File: src/sv/itoa_pkg.sv
// Shared types, constants and helpers for the integer to ASCII converter.
package itoa_pkg;

    localparam int VALUE_BITS = 32;
    localparam int RADIX_W    = 8;
    localparam int CHAR_W     = 7;
    localparam int DIGIT_W    = 4;
    localparam int DIV_W      = DIGIT_W + 1;
    localparam int DIV_CHUNK  = 8;
    localparam int DIV_STEPS  = VALUE_BITS / DIV_CHUNK;
    localparam int STEP_W     = (DIV_STEPS > 1) ? $clog2(DIV_STEPS) : 1;
    localparam int COUNT_W    = $clog2(VALUE_BITS + 1);
    localparam int IDX_W      = $clog2(VALUE_BITS);
    localparam int SHIFT_W    = 3;
    localparam int JOBQ_DEPTH = 2;
    localparam int JQ_PTR_W   = (JOBQ_DEPTH > 1) ? $clog2(JOBQ_DEPTH) : 1;
    localparam int JQ_CNT_W   = $clog2(JOBQ_DEPTH + 1);

    localparam logic [CHAR_W-1:0] CH_ZERO  = 7'h30;
    localparam logic [CHAR_W-1:0] CH_A     = 7'h61;
    localparam logic [CHAR_W-1:0] CH_MINUS = 7'h2d;
    localparam logic [CHAR_W-1:0] CH_NUL   = 7'h00;

    localparam logic [RADIX_W-1:0] RADIX_MIN = 8'd2;
    localparam logic [RADIX_W-1:0] RADIX_MAX = 8'd16;
    localparam logic [RADIX_W-1:0] RADIX_DEC = 8'd10;

    typedef struct packed {
        logic signed [VALUE_BITS-1:0] number;
        logic [RADIX_W-1:0]           radix;
    } in_item_t;

    typedef struct packed {
        logic [CHAR_W-1:0] character;
        logic              last;
        logic              bad_base;
    } out_item_t;

    typedef enum logic [1:0] {
        JOB_BAD,
        JOB_ZERO,
        JOB_CONV
    } job_kind_t;

    typedef struct packed {
        job_kind_t             kind;
        logic                  negative;
        logic                  pow2;
        logic [SHIFT_W-1:0]    shift;
        logic [DIV_W-1:0]      radix;
        logic [VALUE_BITS-1:0] magnitude;
    } job_t;

    typedef enum logic [2:0] {
        BK_IDLE,
        BK_SINGLE,
        BK_DIV,
        BK_SIGN,
        BK_READ,
        BK_LOAD
    } back_state_t;

    function automatic logic [CHAR_W-1:0] digit_char(input logic [DIGIT_W-1:0] d);
        logic [CHAR_W-1:0] ch;
        if (d < DIGIT_W'(10))
            ch = CH_ZERO + CHAR_W'(d);
        else
            ch = CH_A + CHAR_W'(d - DIGIT_W'(10));
        return ch;
    endfunction

endpackage

File: src/sv/itoa_front.sv
// Front end: classifies an incoming item and forms the job for the digit engine.
module itoa_front (
    input  itoa_pkg::in_item_t item,
    output itoa_pkg::job_t     job
);
    import itoa_pkg::*;

    logic [VALUE_BITS-1:0] pattern;
    logic                  bad;
    logic                  neg;

    always_comb
    begin
        pattern = VALUE_BITS'(item.number);
        bad     = (item.radix < RADIX_MIN) || (item.radix > RADIX_MAX);
        // sign is only shown in decimal; other radices see the raw bit pattern
        neg     = pattern[VALUE_BITS-1] && (item.radix == RADIX_DEC);

        job.negative  = neg;
        job.magnitude = neg ? (VALUE_BITS'(0) - pattern) : pattern;
        job.radix     = item.radix[DIV_W-1:0];
        job.pow2      = 1'b0;
        job.shift     = '0;
        case (item.radix)
            8'd2:
            begin
                job.pow2  = 1'b1;
                job.shift = SHIFT_W'(1);
            end
            8'd4:
            begin
                job.pow2  = 1'b1;
                job.shift = SHIFT_W'(2);
            end
            8'd8:
            begin
                job.pow2  = 1'b1;
                job.shift = SHIFT_W'(3);
            end
            8'd16:
            begin
                job.pow2  = 1'b1;
                job.shift = SHIFT_W'(4);
            end
            default:
            begin
                job.pow2  = 1'b0;
                job.shift = '0;
            end
        endcase

        if (bad)
            job.kind = JOB_BAD;
        else if (pattern == '0)
            job.kind = JOB_ZERO;
        else
            job.kind = JOB_CONV;
    end

endmodule

File: src/sv/itoa_job_fifo.sv
// Short job queue between the classifier and the digit engine.
module itoa_job_fifo (
    input  logic           clk,
    input  logic           rst_n,
    input  logic           push,
    input  itoa_pkg::job_t push_data,
    output logic           full,
    input  logic           pop,
    output itoa_pkg::job_t pop_data,
    output logic           empty
);
    import itoa_pkg::*;

    job_t                entry_reg [JOBQ_DEPTH];
    logic [JQ_PTR_W-1:0] wr_ptr_reg, wr_ptr_next;
    logic [JQ_PTR_W-1:0] rd_ptr_reg, rd_ptr_next;
    logic [JQ_CNT_W-1:0] count_reg, count_next;
    logic                do_push, do_pop;

    assign full     = (count_reg == JQ_CNT_W'(JOBQ_DEPTH));
    assign empty    = (count_reg == '0);
    assign do_push  = push && !full;
    assign do_pop   = pop && !empty;
    assign pop_data = entry_reg[rd_ptr_reg];

    always_comb
    begin
        wr_ptr_next = wr_ptr_reg;
        rd_ptr_next = rd_ptr_reg;
        count_next  = count_reg;
        if (do_push)
            wr_ptr_next = (wr_ptr_reg == JQ_PTR_W'(JOBQ_DEPTH - 1)) ? '0 : wr_ptr_reg + 1'b1;
        if (do_pop)
            rd_ptr_next = (rd_ptr_reg == JQ_PTR_W'(JOBQ_DEPTH - 1)) ? '0 : rd_ptr_reg + 1'b1;
        if (do_push && !do_pop)
            count_next = count_reg + 1'b1;
        else if (do_pop && !do_push)
            count_next = count_reg - 1'b1;
    end

    always_ff @(posedge clk or negedge rst_n)
    begin
        if (!rst_n)
        begin
            wr_ptr_reg <= '0;
            rd_ptr_reg <= '0;
            count_reg  <= '0;
        end
        else
        begin
            wr_ptr_reg <= wr_ptr_next;
            rd_ptr_reg <= rd_ptr_next;
            count_reg  <= count_next;
        end
    end

    always_ff @(posedge clk)
    begin
        if (do_push)
            entry_reg[wr_ptr_reg] <= push_data;
    end

endmodule

File: src/sv/itoa_back.sv
// Digit engine: divides out digits into the digit memory, then emits characters.
module itoa_back (
    input  logic              clk,
    input  logic              rst_n,
    input  logic              job_empty,
    input  itoa_pkg::job_t    job,
    output logic              job_pop,
    output itoa_pkg::out_item_t result,
    output logic              empty,
    input  logic              pop
);
    import itoa_pkg::*;

    logic [DIGIT_W-1:0]    digit_mem [VALUE_BITS];
    logic [DIGIT_W-1:0]    rd_data_reg;

    back_state_t           state_reg, state_next;
    logic [VALUE_BITS-1:0] work_reg, work_next;
    logic [DIGIT_W-1:0]    part_reg, part_next;
    logic [STEP_W-1:0]     step_reg, step_next;
    logic [COUNT_W-1:0]    count_reg, count_next;
    logic [IDX_W-1:0]      idx_reg, idx_next;
    logic                  neg_reg, neg_next;
    logic                  pow2_reg, pow2_next;
    logic [SHIFT_W-1:0]    shift_reg, shift_next;
    logic [DIV_W-1:0]      radix_reg, radix_next;
    logic                  bad_reg, bad_next;
    logic                  out_valid_reg, out_valid_next;
    out_item_t             out_reg, out_next;

    logic                  slot_free;
    logic                  mem_we;
    logic [DIGIT_W-1:0]    digit;
    logic [VALUE_BITS-1:0] quot;
    logic                  digit_done;
    logic [DIV_W-1:0]      part;
    logic [DIV_CHUNK-1:0]  chunk, qchunk;

    assign slot_free = !out_valid_reg || pop;
    assign empty     = !out_valid_reg;
    assign result    = out_reg;

    // one chunk of restoring division against the radix, or a shift for powers of two
    always_comb
    begin
        chunk  = work_reg[VALUE_BITS-1 -: DIV_CHUNK];
        qchunk = '0;
        part   = DIV_W'(part_reg);
        for (int i = DIV_CHUNK - 1; i >= 0; i--)
        begin
            part = {part[DIGIT_W-1:0], chunk[i]};
            if (part >= radix_reg)
            begin
                part      = part - radix_reg;
                qchunk[i] = 1'b1;
            end
        end
        if (pow2_reg)
        begin
            digit      = work_reg[DIGIT_W-1:0] & DIGIT_W'(radix_reg - 1'b1);
            quot       = work_reg >> shift_reg;
            digit_done = 1'b1;
        end
        else
        begin
            digit      = part[DIGIT_W-1:0];
            quot       = (work_reg << DIV_CHUNK) | VALUE_BITS'(qchunk);
            digit_done = (step_reg == STEP_W'(DIV_STEPS - 1));
        end
    end

    always_comb
    begin
        state_next     = state_reg;
        work_next      = work_reg;
        part_next      = part_reg;
        step_next      = step_reg;
        count_next     = count_reg;
        idx_next       = idx_reg;
        neg_next       = neg_reg;
        pow2_next      = pow2_reg;
        shift_next     = shift_reg;
        radix_next     = radix_reg;
        bad_next       = bad_reg;
        out_next       = out_reg;
        out_valid_next = out_valid_reg && !pop;
        job_pop        = 1'b0;
        mem_we         = 1'b0;

        case (state_reg)
            BK_IDLE:
            begin
                if (!job_empty)
                begin
                    job_pop    = 1'b1;
                    bad_next   = (job.kind == JOB_BAD);
                    neg_next   = job.negative;
                    pow2_next  = job.pow2;
                    shift_next = job.shift;
                    radix_next = job.radix;
                    work_next  = job.magnitude;
                    part_next  = '0;
                    step_next  = '0;
                    count_next = '0;
                    if (job.kind == JOB_CONV)
                        state_next = BK_DIV;
                    else
                        state_next = BK_SINGLE;
                end
            end
            BK_SINGLE:
            begin
                if (slot_free)
                begin
                    out_valid_next     = 1'b1;
                    out_next.character = bad_reg ? CH_NUL : CH_ZERO;
                    out_next.last      = 1'b1;
                    out_next.bad_base  = bad_reg;
                    state_next         = BK_IDLE;
                end
            end
            BK_DIV:
            begin
                if (digit_done)
                begin
                    mem_we     = 1'b1;
                    count_next = count_reg + 1'b1;
                    work_next  = quot;
                    part_next  = '0;
                    step_next  = '0;
                    if ((quot == '0) || (count_reg == COUNT_W'(VALUE_BITS - 1)))
                    begin
                        idx_next   = count_reg[IDX_W-1:0];
                        state_next = neg_reg ? BK_SIGN : BK_READ;
                    end
                end
                else
                begin
                    work_next = quot;
                    part_next = part[DIGIT_W-1:0];
                    step_next = step_reg + 1'b1;
                end
            end
            BK_SIGN:
            begin
                if (slot_free)
                begin
                    out_valid_next     = 1'b1;
                    out_next.character = CH_MINUS;
                    out_next.last      = 1'b0;
                    out_next.bad_base  = 1'b0;
                    state_next         = BK_READ;
                end
            end
            BK_READ:
            begin
                state_next = BK_LOAD;
            end
            BK_LOAD:
            begin
                if (slot_free)
                begin
                    out_valid_next     = 1'b1;
                    out_next.character = digit_char(rd_data_reg);
                    out_next.last      = (idx_reg == '0);
                    out_next.bad_base  = 1'b0;
                    if (idx_reg == '0)
                        state_next = BK_IDLE;
                    else
                    begin
                        idx_next   = idx_reg - 1'b1;
                        state_next = BK_READ;
                    end
                end
            end
            default:
            begin
                state_next = BK_IDLE;
            end
        endcase
    end

    always_ff @(posedge clk or negedge rst_n)
    begin
        if (!rst_n)
        begin
            state_reg     <= BK_IDLE;
            out_valid_reg <= 1'b0;
            count_reg     <= '0;
            work_reg      <= '0;
            neg_reg       <= 1'b0;
            step_reg      <= '0;
        end
        else
        begin
            state_reg     <= state_next;
            out_valid_reg <= out_valid_next;
            count_reg     <= count_next;
            work_reg      <= work_next;
            neg_reg       <= neg_next;
            step_reg      <= step_next;
        end
    end

    always_ff @(posedge clk)
    begin
        part_reg  <= part_next;
        idx_reg   <= idx_next;
        pow2_reg  <= pow2_next;
        shift_reg <= shift_next;
        radix_reg <= radix_next;
        bad_reg   <= bad_next;
        out_reg   <= out_next;
    end

    always_ff @(posedge clk)
    begin
        if (mem_we)
            digit_mem[count_reg[IDX_W-1:0]] <= digit;
        if (state_reg == BK_READ)
            rd_data_reg <= digit_mem[idx_reg];
    end

`ifndef ASSERT_OFF
    a_count_bound: assert property (@(posedge clk) disable iff (!rst_n)
        count_reg <= COUNT_W'(VALUE_BITS))
        else $error("digit count beyond value width");

    a_bad_is_last: assert property (@(posedge clk) disable iff (!rst_n)
        (out_valid_reg && out_reg.bad_base) |-> out_reg.last)
        else $error("bad radix result not marked last");

    a_minus_only_neg: assert property (@(posedge clk) disable iff (!rst_n)
        (state_reg == BK_SIGN) |-> neg_reg)
        else $error("minus sign for a non-negative conversion");

    a_last_ends_job: assert property (@(posedge clk) disable iff (!rst_n)
        (state_reg == BK_LOAD && slot_free && idx_reg == '0) |=> (state_reg == BK_IDLE))
        else $error("engine did not return to idle after final digit");

    a_pop_only_idle: assert property (@(posedge clk) disable iff (!rst_n)
        job_pop |-> (state_reg == BK_IDLE && !job_empty))
        else $error("job taken while engine busy");
`endif

endmodule

File: src/sv/integer_to_ascii_radix.sv
// Top level of the integer to ASCII converter for radix 2 to 16.
//
//  channel  | handshake          | payload
//  ---------+--------------------+------------------------------------
//  input    | push / full        | item   : number, radix
//  result   | pop / empty        | result : character, last, bad_base
//
// Power-of-two radices produce one digit per cycle; other radices take each digit
// through the shared chunked divider (eight quotient bits a cycle).
// Each character then passes through the digit memory's registered read (BK_READ, then BK_LOAD).
// Bad radix and zero give a single result through the BK_SINGLE state, which
// waits for a free result slot.
// Reset clears the control state; the digit memory needs no clearing.
// A two-entry job queue lets new items enter while the engine is busy or stalled.
module integer_to_ascii_radix (
    input  logic                clk,
    input  logic                rst_n,
    input  logic                push,
    input  itoa_pkg::in_item_t  item,
    output logic                full,
    output logic                empty,
    input  logic                pop,
    output itoa_pkg::out_item_t result
);
    import itoa_pkg::*;

    job_t job_in;
    job_t job_out;
    logic job_empty;
    logic job_pop;

    itoa_front u_front (
        .item (item),
        .job  (job_in)
    );

    itoa_job_fifo u_job_fifo (
        .clk       (clk),
        .rst_n     (rst_n),
        .push      (push),
        .push_data (job_in),
        .full      (full),
        .pop       (job_pop),
        .pop_data  (job_out),
        .empty     (job_empty)
    );

    itoa_back u_back (
        .clk       (clk),
        .rst_n     (rst_n),
        .job_empty (job_empty),
        .job       (job_out),
        .job_pop   (job_pop),
        .result    (result),
        .empty     (empty),
        .pop       (pop)
    );

endmodule
File: config.mk
export PLATFORM = sky130hd
export DESIGN_NAME = integer_to_ascii_radix
export DESIGN_NICKNAME = d
export VERILOG_FILES = /design/src/sv/itoa_pkg.sv /design/src/sv/itoa_front.sv /design/src/sv/itoa_job_fifo.sv /design/src/sv/itoa_back.sv /design/src/sv/integer_to_ascii_radix.sv
export SDC_FILE = /design/constraint.sdc
export NUM_CORES = 1
export LEC_CHECK = 0
export ABC_AREA = 1
export CAP_MARGIN = 30
export CORE_UTILIZATION = 50
export CTS_BUF_LIST = sky130_fd_sc_hd__clkbuf_16
export DETAILED_ROUTE_END_ITERATION = 8
export DONT_BUFFER_PORTS = 1
export PLACE_DENSITY = 0.77
export RECOVER_POWER = 100
export SLEW_MARGIN = 0
export SYNTH_ARGS = -nofsm -noshare
export SYNTH_HDL_FRONTEND = slang
export SYNTH_SLANG_ARGS = --single-unit
File: constraint.sdc
create_clock -name clk -period 9.1 [get_ports clk]
set_input_delay 0.91 -clock clk [delete_from_list [all_inputs] [get_ports clk]]
set_output_delay 0.91 -clock clk [all_outputs]
set_load 0.005 [all_outputs]
## Yosys cells after proc, flatten, opt, wreduce, memory -nomap -nowiden

Memory sizes are Yosys's and may differ from the RTL's. A register that Yosys moved wholly into a read port is not among the register bits.
Index checks and enable logic that the tools add are counted.

| cells by class | value |
|---|---|
| $add $sub $neg | 20 |
| magnitude comparators | 11 |
| equality and inequality tests | 21 |
| shift operators | 1 |
| multiplexer cells | 69 |
| bitwise operators | 3 |
| reductions and logical operators | 32 |

Operators with widths:

| cell | number |
|---|---|
| 32-bit two-way mux | 3 |
| 32-bit logical NOT | 2 |
| 32-bit case mux with 2 select lines | 1 |
| 4-bit two-way mux | 11 |
| 5-bit greater-or-equal comparator | 8 |
| 32-bit by 8-bit OR with 32-bit output | 1 |
| 32-bit by 3-bit right shift with 32-bit output | 1 |
| 1-bit by 32-bit subtractor with 32-bit output, first input constant | 1 |
| 4-bit subtractor | 8 |
| 9-bit two-way mux | 3 |
| 9-bit case mux with 3 select lines | 1 |
| 3-bit two-way mux | 8 |
| 1-bit two-way mux | 21 |
| 5-bit two-way mux | 4 |
| 6-bit two-way mux | 3 |
| 3-bit case mux with 6 select lines | 1 |
| 8-bit by 4-bit == test with 1-bit output, second input constant | 2 |
| 4-bit case mux with 4 select lines | 1 |
| 2-bit two-way mux | 7 |
| 6-bit case mux with 2 select lines | 1 |
| 2-bit by 1-bit != test with 1-bit output, second input constant | 5 |
| 5-bit case mux with 2 select lines | 1 |
| 8-bit by 2-bit == test with 1-bit output, second input constant | 1 |
| 8-bit by 3-bit == test with 1-bit output, second input constant | 1 |
| other kinds (38) | 61 |

| word-level totals | value |
|---|---|
| register bits after elaboration | 77 |
| RAM bits | 216 |
| bits of input ports | 44 |
| logic and storage cells | 177 |
| memories | 2 |

Memories:

| name | depth | width | rd ports | clocked after Yosys merged registers in | wr ports | RTL line | text |
|---|---|---|---|---|---|---|---|
| u_back.digit_mem | 32 | 4 | 1 | 1 | 1 | itoa_back.sv:14 | `logic [DIGIT_W-1:0] digit_mem [VALUE_BITS];` |
| u_job_fifo.entry_reg | 2 | 44 | 1 | 0 | 1 | itoa_job_fifo.sv:14 | `job_t entry_reg [JOBQ_DEPTH];` |

## Logic depth before layout (Yosys ltp)

Gate-level depths: netlist of the first run.

| depth | value |
|---|---|
| depth after elaboration | 23 |
| depth in mapped cells | 74 |

## Hierarchy

From an unflattened synthesis of the first run, not the netlist that was laid out.

| unflattened totals | value |
|---|---|
| cell total of the unflattened synthesis | 1918 |
| area, all modules | 16641.0 um2 |

By module, submodules not included:

| module | times used | cells each | area each (um2) |
|---|---|---|---|
| itoa_back | 1 | 1357 | 11802.6 |
| itoa_job_fifo | 1 | 261 | 3440.8 |
| itoa_front | 1 | 300 | 1397.6 |

## Worst setup path after synthesis of the first run

No wires, ideal clock.

| timing path | value |
|---|---|
| kind | register to register |
| start point | register u_back.radix_reg[1] |
| end point | memory u_back.digit_mem[0][0] (data pin) |
| library setup time | 454 ps |
| arrival time | 9599 ps |
| required time | 8646 ps |
| setup slack | -953 ps |
| stages on the path, launching flop included | 64 |
| path buffers | 0 |
| clock period less this slack | 10053 ps |
| cells stage by stage | edfxtp_1 inv_1 ha_1 nand2_1 nand2_1 nand2_1 nand2_1 nor2_1 inv_1 o21ai_0 inv_1 ha_1 nand2_1 inv_1 nand2_1 nor2_1 nor2_2 inv_1 [... 28 more ...] nand2_1 nand2_1 nor2_2 or2_2 o21ai_2 ha_1 nand2_1 nor3_1 nor2_2 o21ai_0 ha_1 nand2_1 inv_1 nand4_1 nand3_1 nand2_1 o21ai_0 o21ai_0 |

| on the way | value |
|---|---|
| word-level cells in the longest chain between the ends | 17 |

Ends and longest elaborated chain:

| item | RTL line | text |
|---|---|---|
| start: declaration | itoa_back.sv:26 | `logic [DIV_W-1:0] radix_reg, radix_next;` |
| start signal: assignment | itoa_back.sv:211 | `radix_reg <= radix_next;` |
| 4-bit subtractor or 5-bit greater-or-equal comparator (tied branches) | itoa_back.sv:54, itoa_back.sv:52 |  |
| 4-bit two-way mux | itoa_back.sv:52 | `if (part >= radix_reg)` |
| 4-bit subtractor or 5-bit greater-or-equal comparator (tied branches) | itoa_back.sv:54, itoa_back.sv:52 |  |
| 4-bit two-way mux | itoa_back.sv:52 |  |
| 4-bit subtractor or 5-bit greater-or-equal comparator (tied branches) | itoa_back.sv:54, itoa_back.sv:52 |  |
| 4-bit two-way mux | itoa_back.sv:52 |  |
| 5-bit greater-or-equal comparator or 4-bit subtractor (tied branches) | itoa_back.sv:52, itoa_back.sv:54 |  |
| 4-bit two-way mux | itoa_back.sv:52 |  |
| [... 2 more ...] | -- |  |
| 4-bit subtractor or 5-bit greater-or-equal comparator (tied branches) | itoa_back.sv:54, itoa_back.sv:52 |  |
| 4-bit two-way mux | itoa_back.sv:52 |  |
| 4-bit subtractor or 5-bit greater-or-equal comparator (tied branches) | itoa_back.sv:54, itoa_back.sv:52 |  |
| 4-bit two-way mux | itoa_back.sv:52 |  |
| 5-bit greater-or-equal comparator (*) | itoa_back.sv:52 |  |
| 4-bit two-way mux (*) | itoa_back.sv:52 |  |
| 4-bit two-way mux (*) | itoa_back.sv:58 | `if (pow2_reg)` |
| named net u_back.digit[0] | itoa_back.sv:33 | `logic [DIGIT_W-1:0] digit;` |
| end: declaration | itoa_back.sv:14 |  |

Mark *: on every way through the listed nets, which the timed path passes. The rest lies on a longest branch.

## Worst setup path after layout of the first run

| timing path | value |
|---|---|
| start point | register u_back.part_reg[1] |
| end point | memory u_back.digit_mem[21][1] (data pin) |

| on the way | value |
|---|---|
| word-level cells in the longest chain between the ends | 17 |

Ends and longest elaborated chain:

| item | RTL line | text |
|---|---|---|
| start: declaration | itoa_back.sv:19 | `logic [DIGIT_W-1:0] part_reg, part_next;` |
| start signal: assignment | itoa_back.sv:207 | `part_reg <= part_next;` |
| 4-bit subtractor or 5-bit greater-or-equal comparator (tied branches) | itoa_back.sv:54, itoa_back.sv:52 |  |
| 4-bit two-way mux (*) | itoa_back.sv:52 |  |
| 4-bit subtractor or 5-bit greater-or-equal comparator (tied branches) | itoa_back.sv:54, itoa_back.sv:52 |  |
| 4-bit two-way mux (*) | itoa_back.sv:52 |  |
| 5-bit greater-or-equal comparator or 4-bit subtractor (tied branches) | itoa_back.sv:52, itoa_back.sv:54 |  |
| 4-bit two-way mux (*) | itoa_back.sv:52 |  |
| 4-bit subtractor or 5-bit greater-or-equal comparator (tied branches) | itoa_back.sv:54, itoa_back.sv:52 |  |
| 4-bit two-way mux (*) | itoa_back.sv:52 |  |
| [... 2 more ...] | -- |  |
| 4-bit subtractor or 5-bit greater-or-equal comparator (tied branches) | itoa_back.sv:54, itoa_back.sv:52 |  |
| 4-bit two-way mux (*) | itoa_back.sv:52 |  |
| 5-bit greater-or-equal comparator or 4-bit subtractor (tied branches) | itoa_back.sv:52, itoa_back.sv:54 |  |
| 4-bit two-way mux (*) | itoa_back.sv:52 |  |
| 4-bit subtractor or 5-bit greater-or-equal comparator (tied branches) | itoa_back.sv:54, itoa_back.sv:52 |  |
| 4-bit two-way mux (*) | itoa_back.sv:52 |  |
| 4-bit two-way mux (*) | itoa_back.sv:58 |  |
| named net u_back.digit[1] | itoa_back.sv:33 |  |

Marked as above.

==> results of run 1 <==
## cells in the mapped netlist (2+ instances only)
cell type	instances	area, sq um
nand2_1	370	1389
edfxtp_1	248	7447
nor2_1	232	870.8
nand3_1	132	660.6
inv_1	128	480.5
o21ai_0	111	555.5
ha_1	53	663.1
dfrtp_1	49	1226
o221ai_1	36	315.3
a21oi_1	32	160.2
mux2i_1	31	310.3
xor2_1	30	262.8
clkbuf_1	29	108.9
buf_2	25	125.1
o22ai_1	25	156.4
xnor2_1	20	175.2
o21ai_1	18	90.09
o211ai_1	13	97.59
nand4_1	12	75.07
nor3_1	10	50.05
fa_1	8	160.2
o21ai_2	8	70.07
a31oi_1	7	43.79
nor2_2	7	43.79
nand2_2	6	37.54
or2_2	5	31.28
buf_6	4	45.04
inv_2	4	15.01
nor4_1	4	25.02
buf_4	3	22.52
nand3_2	3	30.03
nor3_4	3	48.80
o21a_1	3	22.52
a21boi_0	2	15.01
clkinv_1	2	7.510
nand3b_1	2	15.01
nor2_4	2	22.52
nor3_2	2	20.02
## cell type report
cell class,instances,area (sq um),share of cell area
sequential,297,8675,0.4722
multi-input combinational,1198,7017,0.3819
clock buffer,30,750.7,0.04086
timing repair buffer,71,634.4,0.03453
inverter,135,511.7,0.02786
tap,402,503.0,0.02738
clock inverter,26,280.3,0.01526
## per-layer routing
layer,track usage,vias to the layer above,part of all wire
met5,0,-,0
met4,0.07248,0,0.030
met3,0.02943,100,0.063
met2,0.3981,485,0.48
met1,0.3202,6006,0.42
li1,-,5951,-
## per-stage QoR
stage          hold WS, ns  TNS (ns)  instances
2_1_floorplan       0.4498         0       1691
3_3_place_gp        0.4694   -0.2111       2074
3_5_place_dp        0.4760    -31.14       2075
4_1_cts            0.01894         0       2132
5_1_grt            0.02346    -76.77       2159
6_report           0.03862    -5.076       2159
## worst max-delay path by stage
stage | from | endpoint | depth (start not counted)
2_1_floorplan | u_back.radix_reg[1] | u_back.idx_reg[0] | 66
3_3_place_gp | u_back.radix_reg[2] | u_back.idx_reg[4] | 63
3_5_place_dp | u_back.radix_reg[2] | u_back.idx_reg[4] | 67
4_1_cts | u_back.work_reg[31] | u_back.idx_reg[4] | 60
5_1_grt | u_back.part_reg[1] | u_back.idx_reg[1] | 68
6_report | u_back.part_reg[1] | u_back.digit_mem[21][1] | 57
## timing repair
item | in CTS | in global routing
hold buffers | 0 | 0
setup buffers | 1 | 23
resized for setup | 24 | 115
cloned | 0 | 4
pin swaps | 7 | 78
setup endpoints to repair | 139 | 141
## logic make-up (layout without fill, tap and decap cells)
group	after synthesis	count (layout)	synth area share
and+or+nand+nor	793	794	0.2096
adders and majority gates	61	61	0.05144
xor gates and xnor gates	50	50	0.02736
muxes	31	31	0.01939
buffers and inverters	197	262	0.05089
AOI/OAI and AO/OA	262	262	0.09937
DFF	297	297	0.5419
==> flow_summary.json, run 1 <==
{
  "setup_viol": 69,
  "vias_per_cell": 5.809,
  "grt_pass1_wl_um": 62020,
  "place.detailed.hpwl_um": 26480,
  "die-area_sq_um": 32730,
  "synth_warnings": 0,
  "drcViolationCount": 0,
  "fp.dieH_um": 180.9,
  "first_pass_iters": 6,
  "clkSinkCount": 297,
  "relSlewSlack": -0.8703,
  "io_buffer_count": 0,
  "fin_crit_sh": 1.014,
  "num_antenna_cells": 0,
  "antenna_found_initial": 0,
  "grt_max_degree": 66,
  "cp_num_buf_inv": 10,
  "crit_path_max_incr_delay_ns": 0.44,
  "ys_ff_latch": 297,
  "ctsHtreeMaxLevel": 1,
  "wirelength_um": 40150,
  "wl_per_cell_um": 18.60,
  "drive_gt1_frac": 0.1463,
  "finalWeightedCongestion": 0.9584,
  "maxCapViolations": 5,
  "ios": 55,
  "core_sq_um": 31560,
  "fmax_mhz": 108.4,
  "path_clk_slew_ns": 0.07,
  "grt_overflow_total": 0,
  "layout_commonest_cell": "nand2_1",
  "ys_seq_area_frac": 0.5419,
  "grt_pass1_vias": 12000,
  "synth_ff_type": "edfxtp_1",
  "cts_tree": "built",
  "synth_cells": 1691,
  "outcome": "complete, but fails checks",
  "largest_reg_flops": 128,
  "cp_slowest_cell": "edfxtp_1",
  "slew_viol_final": 243,
  "syn_area_per_cell_sq_um": 9.464,
  "tightest_slew_ns": 2.805,
  "initial_core_util": 0.5072,
  "dp_worst_setup_slack_ns": -0.4367,
  "ys_types": 50,
  "worstPathArrival_ns": 9.54,
  "die_w_um": 180.9,
  "ant_nets": 0,
  "min_path_type": "in2async",
  "cp_top_family": "simple AND/OR/NAND/NOR gates",
  "postSynth.asyncResetShare": 0.1650,
  "cp_max_fo": 8,
  "crit_top_cell": "nand2_2",
  "critPathCaptureType": "flop",
  "grt_use_total": 0.2367,
  "drt_iter0_drc": 1365,
  "layout_common_cells": "nand2_1, edfxtp_1, nor2_1, nand3_1, inv_1",
  "skew_ns": 0.01639,
  "placed_area_sq_um": 16640,
  "design_area_sq_um": 18370,
  "fillers": 2606,
  "rsz0062_at_grt": "yes",
  "hold_viol": 0,
  "num_rows": 65,
  "r2r_cells": 57,
  "synth_edf_count": 248,
  "r2r_slack_ns": -0.13,
  "min_period_ns": 9.226,
  "required_ns": 9.42,
  "fin_util": 0.5822,
  "vias": 12540,
  "cts_root_buf": "clkbuf_16",
  "violations": "max-capacitance violations, max-slew violations, negative setup slack",
  "syn_area_sq_um": 16000,
  "reg2reg_from": "u_back.part_reg[1]",
  "crit_type": "reg2reg",
  "worstSkewPairLatency_ns": 0.57,
  "synth_nets": 1796,
  "fin_nets": 1838,
  "cts_buffers": 30,
  "rr_endpoint": "u_back.digit_mem[21][1]",
  "startpoint_type": "flop",
  "clock_path_buffers": 3,
  "area_growth_pct": 14.79,
  "layout_setup_ws_ns": -0.1263
}
Power of run 1 is left out: the tool's default activity adds up to more than one toggle a clock period on the data nets, which glitch-free logic cannot reach.
==> run 2, diff against run 1 <==
- CELL_PAD_IN_SITES_DETAIL_PLACEMENT: unset -> 0
- CELL_PAD_IN_SITES_GLOBAL_PLACEMENT: unset -> 2
- CORE_UTILIZATION: 50 -> 37
- PLACE_DENSITY: 0.77 -> 0.85
==> flow_summary.json, run 2 (synthesized netlist as in run 1, its figures left out) <==
{
  "outcome": "complete, but fails checks",
  "violations": "max-capacitance violations, max-slew violations",
  "postCtsHoldBufs": 0,
  "wirelength_um": 42760,
  "grt_max_degree": 68,
  "first_pass_iters": 5,
  "drive_gt1_frac": 0.1523,
  "area_growth_pct": 16.97,
  "grt_pass1_vias": 11800,
  "vias": 12290,
  "cts_buffers": 34,
  "core_sq_um": 42320,
  "clkSinkCount": 297,
  "relSlewSlack": -0.8698,
  "cts_tree": "built",
  "maxCapViolations": 4,
  "ctsHtreeMaxLevel": 2,
  "crit_top_cell": "nand2_2",
  "min_path_type": "in2async",
  "layout_setup_ws_ns": 0.2097,
  "startpoint_type": "flop",
  "required_ns": 9.32,
  "clock_path_buffers": 3,
  "path_clk_slew_ns": 0.07,
  "io_buffer_count": 0,
  "antenna_found_initial": 0,
  "tightest_slew_ns": 2.805,
  "die-area_sq_um": 44090,
  "initial_core_util": 0.3782,
  "ant_nets": 0,
  "worstSkewPairLatency_ns": 0.53,
  "cp_slowest_cell": "edfxtp_1",
  "fmax_mhz": 112.5,
  "setup_viol": 0,
  "min_period_ns": 8.890,
  "largest_reg_flops": 128,
  "slew_viol_final": 177,
  "fillers": 4030,
  "worstPathArrival_ns": 9.11,
  "cts_root_buf": "clkbuf_16",
  "layout_commonest_cell": "nand2_1",
  "skew_ns": 0.01977,
  "layout.cells.non_filler": 2350,
  "vias_per_cell": 5.228,
  "num_rows": 75,
  "rsz0062_at_grt": "yes",
  "dp.cells": 2275,
  "fin_crit_sh": 0.9770,
  "grt_overflow_total": 0,
  "place.detailed.hpwl_um": 29060,
  "ios": 55,
  "grt_pass1_wl_um": 65870,
  "critPathCaptureType": "flop",
  "fp.dieH_um": 210.0,
  "dp_worst_setup_slack_ns": -0.3626,
  "hold_viol": 0,
  "finalWeightedCongestion": 0.8648,
  "drt_iter0_drc": 1124,
  "drcViolationCount": 0,
  "grt_use_total": 0.1930,
  "cp_max_fo": 6,
  "crit_path_max_incr_delay_ns": 0.43,
  "crit_type": "reg2reg",
  "wl_per_cell_um": 18.20,
  "fin_nets": 1854,
  "die_w_um": 210.0,
  "num_antenna_cells": 0,
  "layout_common_cells": "nand2_1, edfxtp_1, nor2_1, nand3_1, inv_1"
}
[run 2: cell count changes in the layout (fill, tap and decap cells not counted), sizes merged]
cell	previous run	this run
bufinv	5	2
clkinvlp	3	4
clkinv	12	15
inv	141	139
buf	62	76
clkbuf	39	42
[run 2: worst paths after layout]
check                      cells past startpoint  slack, ns                          end               start
max                                           58       0.21            u_back.idx_reg[0]  u_back.part_reg[1]
min                                            0       0.07          u_back.work_reg[30]               rst_n
max reg2reg                                   58       0.21            u_back.idx_reg[0]  u_back.part_reg[1]
min reg2reg                                    1       0.49           u_back.step_reg[0]  u_back.step_reg[0]
max in group asynchronous                      0       8.91        u_job_fifo.wr_ptr_reg               rst_n
min in group clk                               0       0.47  u_job_fifo.entry_reg[0][34]             item[2]
[run 2: area by class of cell]
class | count | area (sq um) | share of cell area
clock buffer | 35 | 875.8 | 0.04679
clock inverter | 25 | 190.2 | 0.01016
inverter | 135 | 514.2 | 0.02747
multi-input combinational | 1198 | 7069 | 0.3776
sequential | 297 | 8675 | 0.4634
tap | 577 | 721.9 | 0.03857
timing repair buffer | 83 | 673.1 | 0.03596
[run 2: repair_timing]
item                                    CTS  global route
gates cloned                              1             1
pin swaps                                 6            74
endpoints found under the setup margin  135           141
setup buffers                             2            11
gates resized for setup                  19           127
[run 2: worst max-delay path, delay by kind of cell, from the launching register on]
family | cells | cell delay (ns)
AO/OA/AOI/OAI | 10 | 1.30
AND/OR/NAND/NOR | 30 | 3.32
flip-flops | 1 | 0.43
XOR/XNOR | 2 | 0.39
adder cells (fa/ha/maj) | 8 | 2.36
buffers and inverters | 8 | 0.76
[run 2: through the flow]
step | setup TNS (ns) | util | instance area, sq um | hold WS, ns
floorplan | 0 | - | 16030 | 0.4498
global placement | -0.7413 | 0.4021 | 17020 | 0.4685
detailed placement | -17.39 | 0.4028 | 17050 | 0.4743
CTS | 0 | 0.4301 | 18200 | 0.04278
global route | -24.18 | 0.4423 | 18720 | 0.05095
finish | 0 | 0.4423 | 18720 | 0.06795
[run 2: metal layers]
metal  part of all wire  wire length, um  track usage
met3              0.049             2083      0.02875
met5                  0                0            0
met1               0.47            20240       0.2773
met2               0.46            19560       0.3021
met4              0.021              883      0.05638
Power of run 2 is left out for the same reason.
==> run 3, diff against run 2 <==
- CORE_UTILIZATION: 37 -> 43
- CTS_BUF_LIST: sky130_fd_sc_hd__clkbuf_16 -> sky130_fd_sc_hd__clkbuf_2 sky130_fd_sc_hd__clkbuf_4 sky130_fd_sc_hd__clkbuf_8
- PLACE_DENSITY: 0.85 -> 0.92
- clock period: 9.1 -> 9.65 ns (I/O delays scaled with it)
==> flow_summary.json, run 3 (synthesized netlist as in run 1, its figures left out) <==
{
  "outcome": "complete, but fails checks",
  "violations": "max-capacitance violations, max-slew violations",
  "min_period_ns": 9.235,
  "wirelength_um": 42490,
  "num_rows": 70,
  "place.detailed.hpwl_um": 28380,
  "num_antenna_cells": 0,
  "drt_iter0_drc": 923,
  "min_path_type": "in2async",
  "skew_ns": 0.02801,
  "cp_slowest_cell": "edfxtp_1",
  "grtUsageMet3": 0.03609,
  "antenna_found_initial": 0,
  "setup_viol": 0,
  "first_pass_iters": 7,
  "worstSkewPairLatency_ns": 0.63,
  "cp_top_family": "simple AND/OR/NAND/NOR gates",
  "placed_area_sq_um": 16560,
  "maxCapViolations": 5,
  "crit_path_max_incr_delay_ns": 0.40,
  "met1_usage": 0.3019,
  "cp_num_buf_inv": 7,
  "grt_pass1_wl_um": 66450,
  "grt_use_total": 0.2245,
  "use_met2": 0.3759,
  "cp_max_fo": 8,
  "critPathCaptureType": "flop",
  "design_area_sq_um": 17950,
  "ctsHtreeMaxLevel": 2,
  "dp_worst_setup_slack_ns": -0.2231,
  "cts_tree": "built",
  "wl_per_cell_um": 18.93,
  "core_sq_um": 36610,
  "tightest_slew_ns": 2.780,
  "dp.cells": 2126,
  "startpoint_type": "flop",
  "crit_top_cell": "nand2_1",
  "grt_overflow_total": 0,
  "layout_setup_ws_ns": 0.4148,
  "largest_reg_flops": 128,
  "required_ns": 9.96,
  "grt.busiest_layer": "met2",
  "relSlewSlack": -0.8532,
  "vias_per_cell": 5.485,
  "initial_core_util": 0.4371,
  "slew_viol_final": 191,
  "fillers": 3477,
  "die-area_sq_um": 37990,
  "fp.dieH_um": 194.9,
  "worstPathArrival_ns": 9.55,
  "fmax_mhz": 108.3,
  "finalWeightedCongestion": 0.8665,
  "ant_nets": 0,
  "drcViolationCount": 0,
  "vias": 12310,
  "layout.cells.non_filler": 2245,
  "grt_max_degree": 68,
  "drive_gt1_frac": 0.1210,
  "path_clk_slew_ns": 0.08,
  "die_w_um": 194.9,
  "layout_commonest_cell": "nand2_1",
  "fin_nets": 1842,
  "fin_tns_setup_ns": 0,
  "layout_common_cells": "nand2_1, edfxtp_1, nor2_1, nand3_1, inv_1",
  "cts_buffers": 50,
  "clkSinkCount": 297,
  "clock_path_buffers": 3,
  "fin_crit_sh": 0.9570,
  "io_buffer_count": 0,
  "hold_viol": 0,
  "ios": 55,
  "crit_type": "reg2reg",
  "cts_root_buf": "clkbuf_8",
  "grt_pass1_vias": 12200,
  "area_growth_pct": 12.14
}
-- run 3: cell count changes in the layout (fill, tap and decap cells not counted), sizes merged --
cell / delta
buf: -34
clkbuf: +30
clkinv: +5
dlygate4sd3: +5
inv: -3
nor2: +1
-- run 3: layer usage --
layer	wire [um]	vias to the layer above
li1	-	5981
met2	20390	339
met1	19170	5926
met5	0	-
met4	822	0
met3	2098	68
-- run 3: final timing paths --
kind | cells after the start | to | from | slack [ns]
setup / recovery | 59 | u_back.idx_reg[3] | u_back.radix_reg[1] | 0.41
hold / removal | 0 | u_back.work_reg[25] | rst_n | 0.03
setup reg to reg | 59 | u_back.idx_reg[3] | u_back.radix_reg[1] | 0.41
hold reg to reg | 1 | u_back.step_reg[0] | u_back.step_reg[0] | 0.49
max in group asynchronous | 2 | u_back.work_reg[3] | rst_n | 7.90
min in group clk | 0 | u_job_fifo.entry_reg[0][0] | item[8] | 0.43
-- run 3: layout make-up --
class	count	area [sq um]	share of cell area
Timing Repair Buffer	54	399.1	0.02224
Multi-Input combinational cell	1199	6764	0.3769
Clock inverter	27	207.7	0.01157
Inverter	135	509.2	0.02837
Tap cell	468	585.6	0.03263
Clock buffer	65	807.0	0.04497
Sequential cell	297	8675	0.4833
-- run 3: stage by stage --
stage                     hold WS [ns]    util
after global routing          0.002706  0.4902
after global placement          0.4696  0.4515
after CTS                     0.001441  0.4815
after floorplan                 0.4498       -
after detailed placement        0.4780  0.4522
final                          0.03052  0.4902
-- run 3: repair_timing --
action / in CTS / in global routing
pin swaps: 0 / 31
gates cloned: 0 / 2
hold buffers: 4 / 1
setup endpoints to repair: 101 / 141
gates resized for setup: 4 / 67
hold endpoints to repair: 17 / 1
buffers inserted: 0 / 19
Power of run 3 is left out for the same reason.
